==> src/rtl/deq_pkg.sv <==
// Shared constants, types and helpers for the double-ended queue.
`timescale 1ns / 1ps

package deq_pkg;

    localparam int DEPTH       = 1024;
    localparam int WORD_WIDTH  = 32;
    localparam int PTR_W       = $clog2(DEPTH);
    localparam int CNT_W       = $clog2(DEPTH + 1);
    localparam int FUNC_W      = 3;
    localparam int OUT_W       = 32;
    localparam int STATUS_W    = 2;
    localparam int OCC_W       = 11;
    localparam int IN_FIELDS_W = FUNC_W + OUT_W;
    localparam int IN_TDATA_W  = ((IN_FIELDS_W + 7) / 8) * 8;
    localparam int OUT_FIELDS_W = STATUS_W + 3 * OUT_W + OCC_W;
    localparam int OUT_TDATA_W = ((OUT_FIELDS_W + 7) / 8) * 8;
    localparam int OUT_PAD_W   = OUT_TDATA_W - OUT_FIELDS_W;

    typedef enum logic [FUNC_W-1:0] {
        FN_PUSH_FRONT = 3'd0,
        FN_PUSH_BACK  = 3'd1,
        FN_POP_FRONT  = 3'd2,
        FN_POP_BACK   = 3'd3,
        FN_CLEAR      = 3'd4,
        FN_QUERY      = 3'd5
    } t_func;

    typedef enum logic [STATUS_W-1:0] {
        ST_OK    = 2'd0,
        ST_EMPTY = 2'd1,
        ST_FULL  = 2'd2
    } t_status;

    typedef enum logic [1:0] {
        S_IDLE,
        S_EXEC,
        S_FETCH,
        S_DONE
    } t_state;

    typedef struct packed {
        logic capture;
        logic exec;
        logic fetch;
        logic load_out;
    } t_cmd;

    typedef struct packed {
        logic need_fetch;
        logic out_free;
    } t_sts;

    function automatic logic [PTR_W-1:0] ring_next(input logic [PTR_W-1:0] idx);
        logic [PTR_W-1:0] res;
        if (idx == PTR_W'(DEPTH - 1)) begin
            res = '0;
        end else begin
            res = idx + PTR_W'(1);
        end
        return res;
    endfunction

    function automatic logic [PTR_W-1:0] ring_prev(input logic [PTR_W-1:0] idx);
        logic [PTR_W-1:0] res;
        if (idx == '0) begin
            res = PTR_W'(DEPTH - 1);
        end else begin
            res = idx - PTR_W'(1);
        end
        return res;
    endfunction

endpackage

==> src/rtl/deq_ctrl.sv <==
// Request sequencer for the double-ended queue.
`timescale 1ns / 1ps

module deq_ctrl
    import deq_pkg::*;
(
    input  logic i_clk,
    input  logic i_rst_n,
    input  logic i_s_tvalid,
    output logic o_s_tready,
    output t_cmd o_cmd,
    input  t_sts i_sts
);

    t_state r_state;
    t_state n_state;

    always_ff @(posedge i_clk) begin
        if (!i_rst_n) begin
            r_state <= S_IDLE;
        end else begin
            r_state <= n_state;
        end
    end

    always_comb begin
        n_state = r_state;
        unique case (r_state)
            S_IDLE: begin
                if (i_s_tvalid) n_state = S_EXEC;
            end
            S_EXEC: begin
                n_state = i_sts.need_fetch ? S_FETCH : S_DONE;
            end
            S_FETCH: begin
                n_state = S_DONE;
            end
            S_DONE: begin
                if (i_sts.out_free) n_state = S_IDLE;
            end
            default: n_state = S_IDLE;
        endcase
    end

    always_comb begin
        o_s_tready       = (r_state == S_IDLE);
        o_cmd.capture    = (r_state == S_IDLE) && i_s_tvalid;
        o_cmd.exec       = (r_state == S_EXEC);
        o_cmd.fetch      = (r_state == S_FETCH);
        o_cmd.load_out   = (r_state == S_DONE) && i_sts.out_free;
    end

endmodule

==> config.mk <==
export PLATFORM = sky130hd
export DESIGN_NAME = deq_ctrl
export DESIGN_NICKNAME = d
export VERILOG_FILES = /design/src/rtl/deq_pkg.sv /design/src/rtl/deq_ctrl.sv
export SDC_FILE = /design/constraint.sdc
export NUM_CORES = 1
export LEC_CHECK = 0
export ABC_CLOCK_PERIOD_IN_PS = 3300
export BUFFER_PORTS_ARGS = -buffer_cell sky130_fd_sc_hd__buf_2
export CORE_AREA = 2 2 39 41
export DETAILED_ROUTE_END_ITERATION = 8
export DIE_AREA = 0 0 41 43
export SYNTH_ARGS = -nofsm -noshare
export SYNTH_HDL_FRONTEND = slang
export SYNTH_SLANG_ARGS = --single-unit
==> constraint.sdc <==
create_clock -name i_clk -period 3.3 [get_ports i_clk]
set_clock_uncertainty 0.2 [all_clocks]
set_input_delay 0.495 -clock i_clk [delete_from_list [all_inputs] [get_ports i_clk]]
set_output_delay 0.495 -clock i_clk [all_outputs]
set_load 0.005 [all_outputs]
==> results.toml <==
[synthesis]
synth_compound_area_frac = 0.146
synth.distinct_cells = 15
postSynthCellCount = 20
synth-xor-area-share = 0
synth_area_um2 = 180
yosysTopAreaCell = "ha_1"
synth_top_area_share = 0.278
synthSimpleGateAreaFrac = 0.313
synth_top_family_by_area = "simple AND/OR/NAND/NOR gates"
synth-adder-area-share = 0.278
ys_seq_elements = 2
avgSynthCellArea_um2 = 9.01
yosys_warnings = 0
seq_area_frac_synth = 0.222
syn_nets = 29
synth_area_leaders = "ha_1 28%, dfxtp_1 22%, and2b_4 5.6%"
synthMuxAreaShare = 0

[global_route]
antenna_found_initial = 0
overflow = 0
grt_pass1_vias = 182
grt_pass1_wl_um = 676
grt_use_total = 0.0641
grt_max_degree = 6

[placement]
dpl_cell_area_um2 = 245
hpwl_um = 319
place.port_buffers = 9
gp_congestion = 0.593

[route]
wl_um = 381
drtIter0Drc = 2
wire_per_inst_um = 7.94
vias_per_cell = 3.75
drc = 0
via_count = 180
first_pass_iters = 2
ant_nets = 0

[cells_and_area]
fillers = 162
n_antenna_cell = 0
largest_register = "r_state"
syn2layout_area_growth_pct = 48.6
num-nets-final = 43
regArea_um2 = 40.0
drive_gt1_frac = 0.438
multi_input_area_um2 = 133
largestRegisters = "r_state x2"
fin_area_um2 = 268
largest_reg_flops = 2

[timing]
period_minus_slack_ps = 1930
slew_viol_final = 0
rsz0062_at_grt = "no"
hold_viol = 0
setup_tns_ps = 0
whs_ps = 312
setup_viol = 0
slew_headroom = 0.823
fin_crit_sh = 0.585
max_freq_mhz = 518
tightest_slew_ps = 262

[power]
switching_share = 0.377
ir_drop_mv = 0.172
p_sw_uw = 85.8
power_leakage_uw = 0.000139
p_comb_frac = 0.543
pwr-share-seq = 0.220
pwr_density_cell_mw_per_mm2 = 850
p_clk_frac = 0.237
p_int_uw = 142

[clocking]
h-tree-depth = 1
cts_sinks = 2
postCtsHoldBufs = 0
cts-root-buf = "clkbuf_4"
cts_resized = 0
clockBufferDepth = 2
path_clk_slew_ps = 30
post_cts_buffers = 0
cts_buffers = 3
clock_latency_ps = 220
cts_tree = "yes"

[setup_path]
crit_path_end_kind = "output pin"
cp_data_required_time_ps = 2600
critPathArrivalTime_ps = 1240
setup.worst_path.start_class = "flop"
crit_type = "flop to output pin"
critPathMaxFanout = 5

[floorplanning]
die_h_um = 43
initial_core_util = 0.130
io_pins = 10
fp-row-count = 14
dieArea_mm2 = 0.00176
core_area_mm2 = 0.00138
die_width_um = 41

[run]
drv_cap = 0

[outcome]
outcome = "completed"

[min_path]
hp-class = "primary input to flop"
-- worst max-delay path: stages (launching register included) --
cell,delay (ps)
dfxtp_1,350
inv_1,100
ha_1,260
and2_2,180
buf_2,120
-- power by group through the flow --
stage          clock, uW  combinational, uW  sequential [uW]
6_report            53.8                124             50.1
5_1_grt             58.4                146             52.7
4_1_cts             57.6                124             50.3
3_5_place_dp           0                124             50.6
3_3_place_gp           0                119             50.0
2_1_floorplan          0               83.3             46.8
-- metal layers --
layer | vias up | track usage | routed length (um)
li1 | 92 | - | -
met1 | 82 | 0.0541 | 165
met2 | 6 | 0.0813 | 192
met3 | 0 | 0.0471 | 23
met4 | 0 | 0.0800 | 0
met5 | - | 0 | 0
-- cell type report --
class / count / area share
repair buffers: 9 / 0.168
clock buffers: 3 / 0.0841
inverters: 2 / 0.0280
flip-flops and latches: 2 / 0.150
multi-input cells: 16 / 0.495
well taps: 16 / 0.0748
-- cell usage in the layout (no fill, tap or decap), drive strengths merged --
cell / synthesis / final
o41ai: 1 / 1
nor2: 1 / 1
or3: 1 / 1
a21boi: 1 / 1
nor2b: 1 / 1
inv: 2 / 2
and2b: 2 / 2
and2: 2 / 2
o21ai: 1 / 1
a21oi: 1 / 1
or3b: 1 / 1
buf: 0 / 9
dfxtp: 2 / 2
ha: 4 / 4
clkbuf: 0 / 3
-- Yosys cell counts --
| master | count |
|---|---|
| a21boi_1 | 1 |
| a21oi_1 | 1 |
| and2_1 | 1 |
| and2_2 | 1 |
| and2b_1 | 1 |
| and2b_4 | 1 |
| dfxtp_1 | 2 |
| ha_1 | 4 |
| inv_1 | 2 |
| nor2_1 | 1 |
| nor2b_1 | 1 |
| o21ai_0 | 1 |
| o41ai_1 | 1 |
| or3_1 | 1 |
| or3b_1 | 1 |
-- through the flow --
stage	utilization	setup slack [ps]	std cells	power, uW
2_1_floorplan	-	1730	20	130
3_3_place_gp	0.177	1620	45	169
3_5_place_dp	0.177	1600	45	175
4_1_cts	0.193	1350	48	232
5_1_grt	0.193	1270	48	257
6_report	0.193	1370	48	227
-- kinds of logic after synthesis --
family	count (synthesis)
buffers and inverters	2
AND/OR/NAND/NOR	8
AO/OA/AOI/OAI	4
adder cells (fa/ha/maj)	4
flip-flops	2
-- path summary, 6_finish.rpt --
check	start	to	slack, ps	cells past startpoint
max reg2reg	r_state[0]$_SDFFE_PN0P_	r_state[0]$_SDFFE_PN0P_	1640	5
min	i_rst_n	r_state[0]$_SDFFE_PN0P_	310	3
min reg2reg	r_state[1]$_SDFFE_PN0P_	r_state[1]$_SDFFE_PN0P_	350	2
max	r_state[0]$_SDFFE_PN0P_	o_cmd[3]	1370	4
Note: power is estimated with default switching activity, not from simulation.
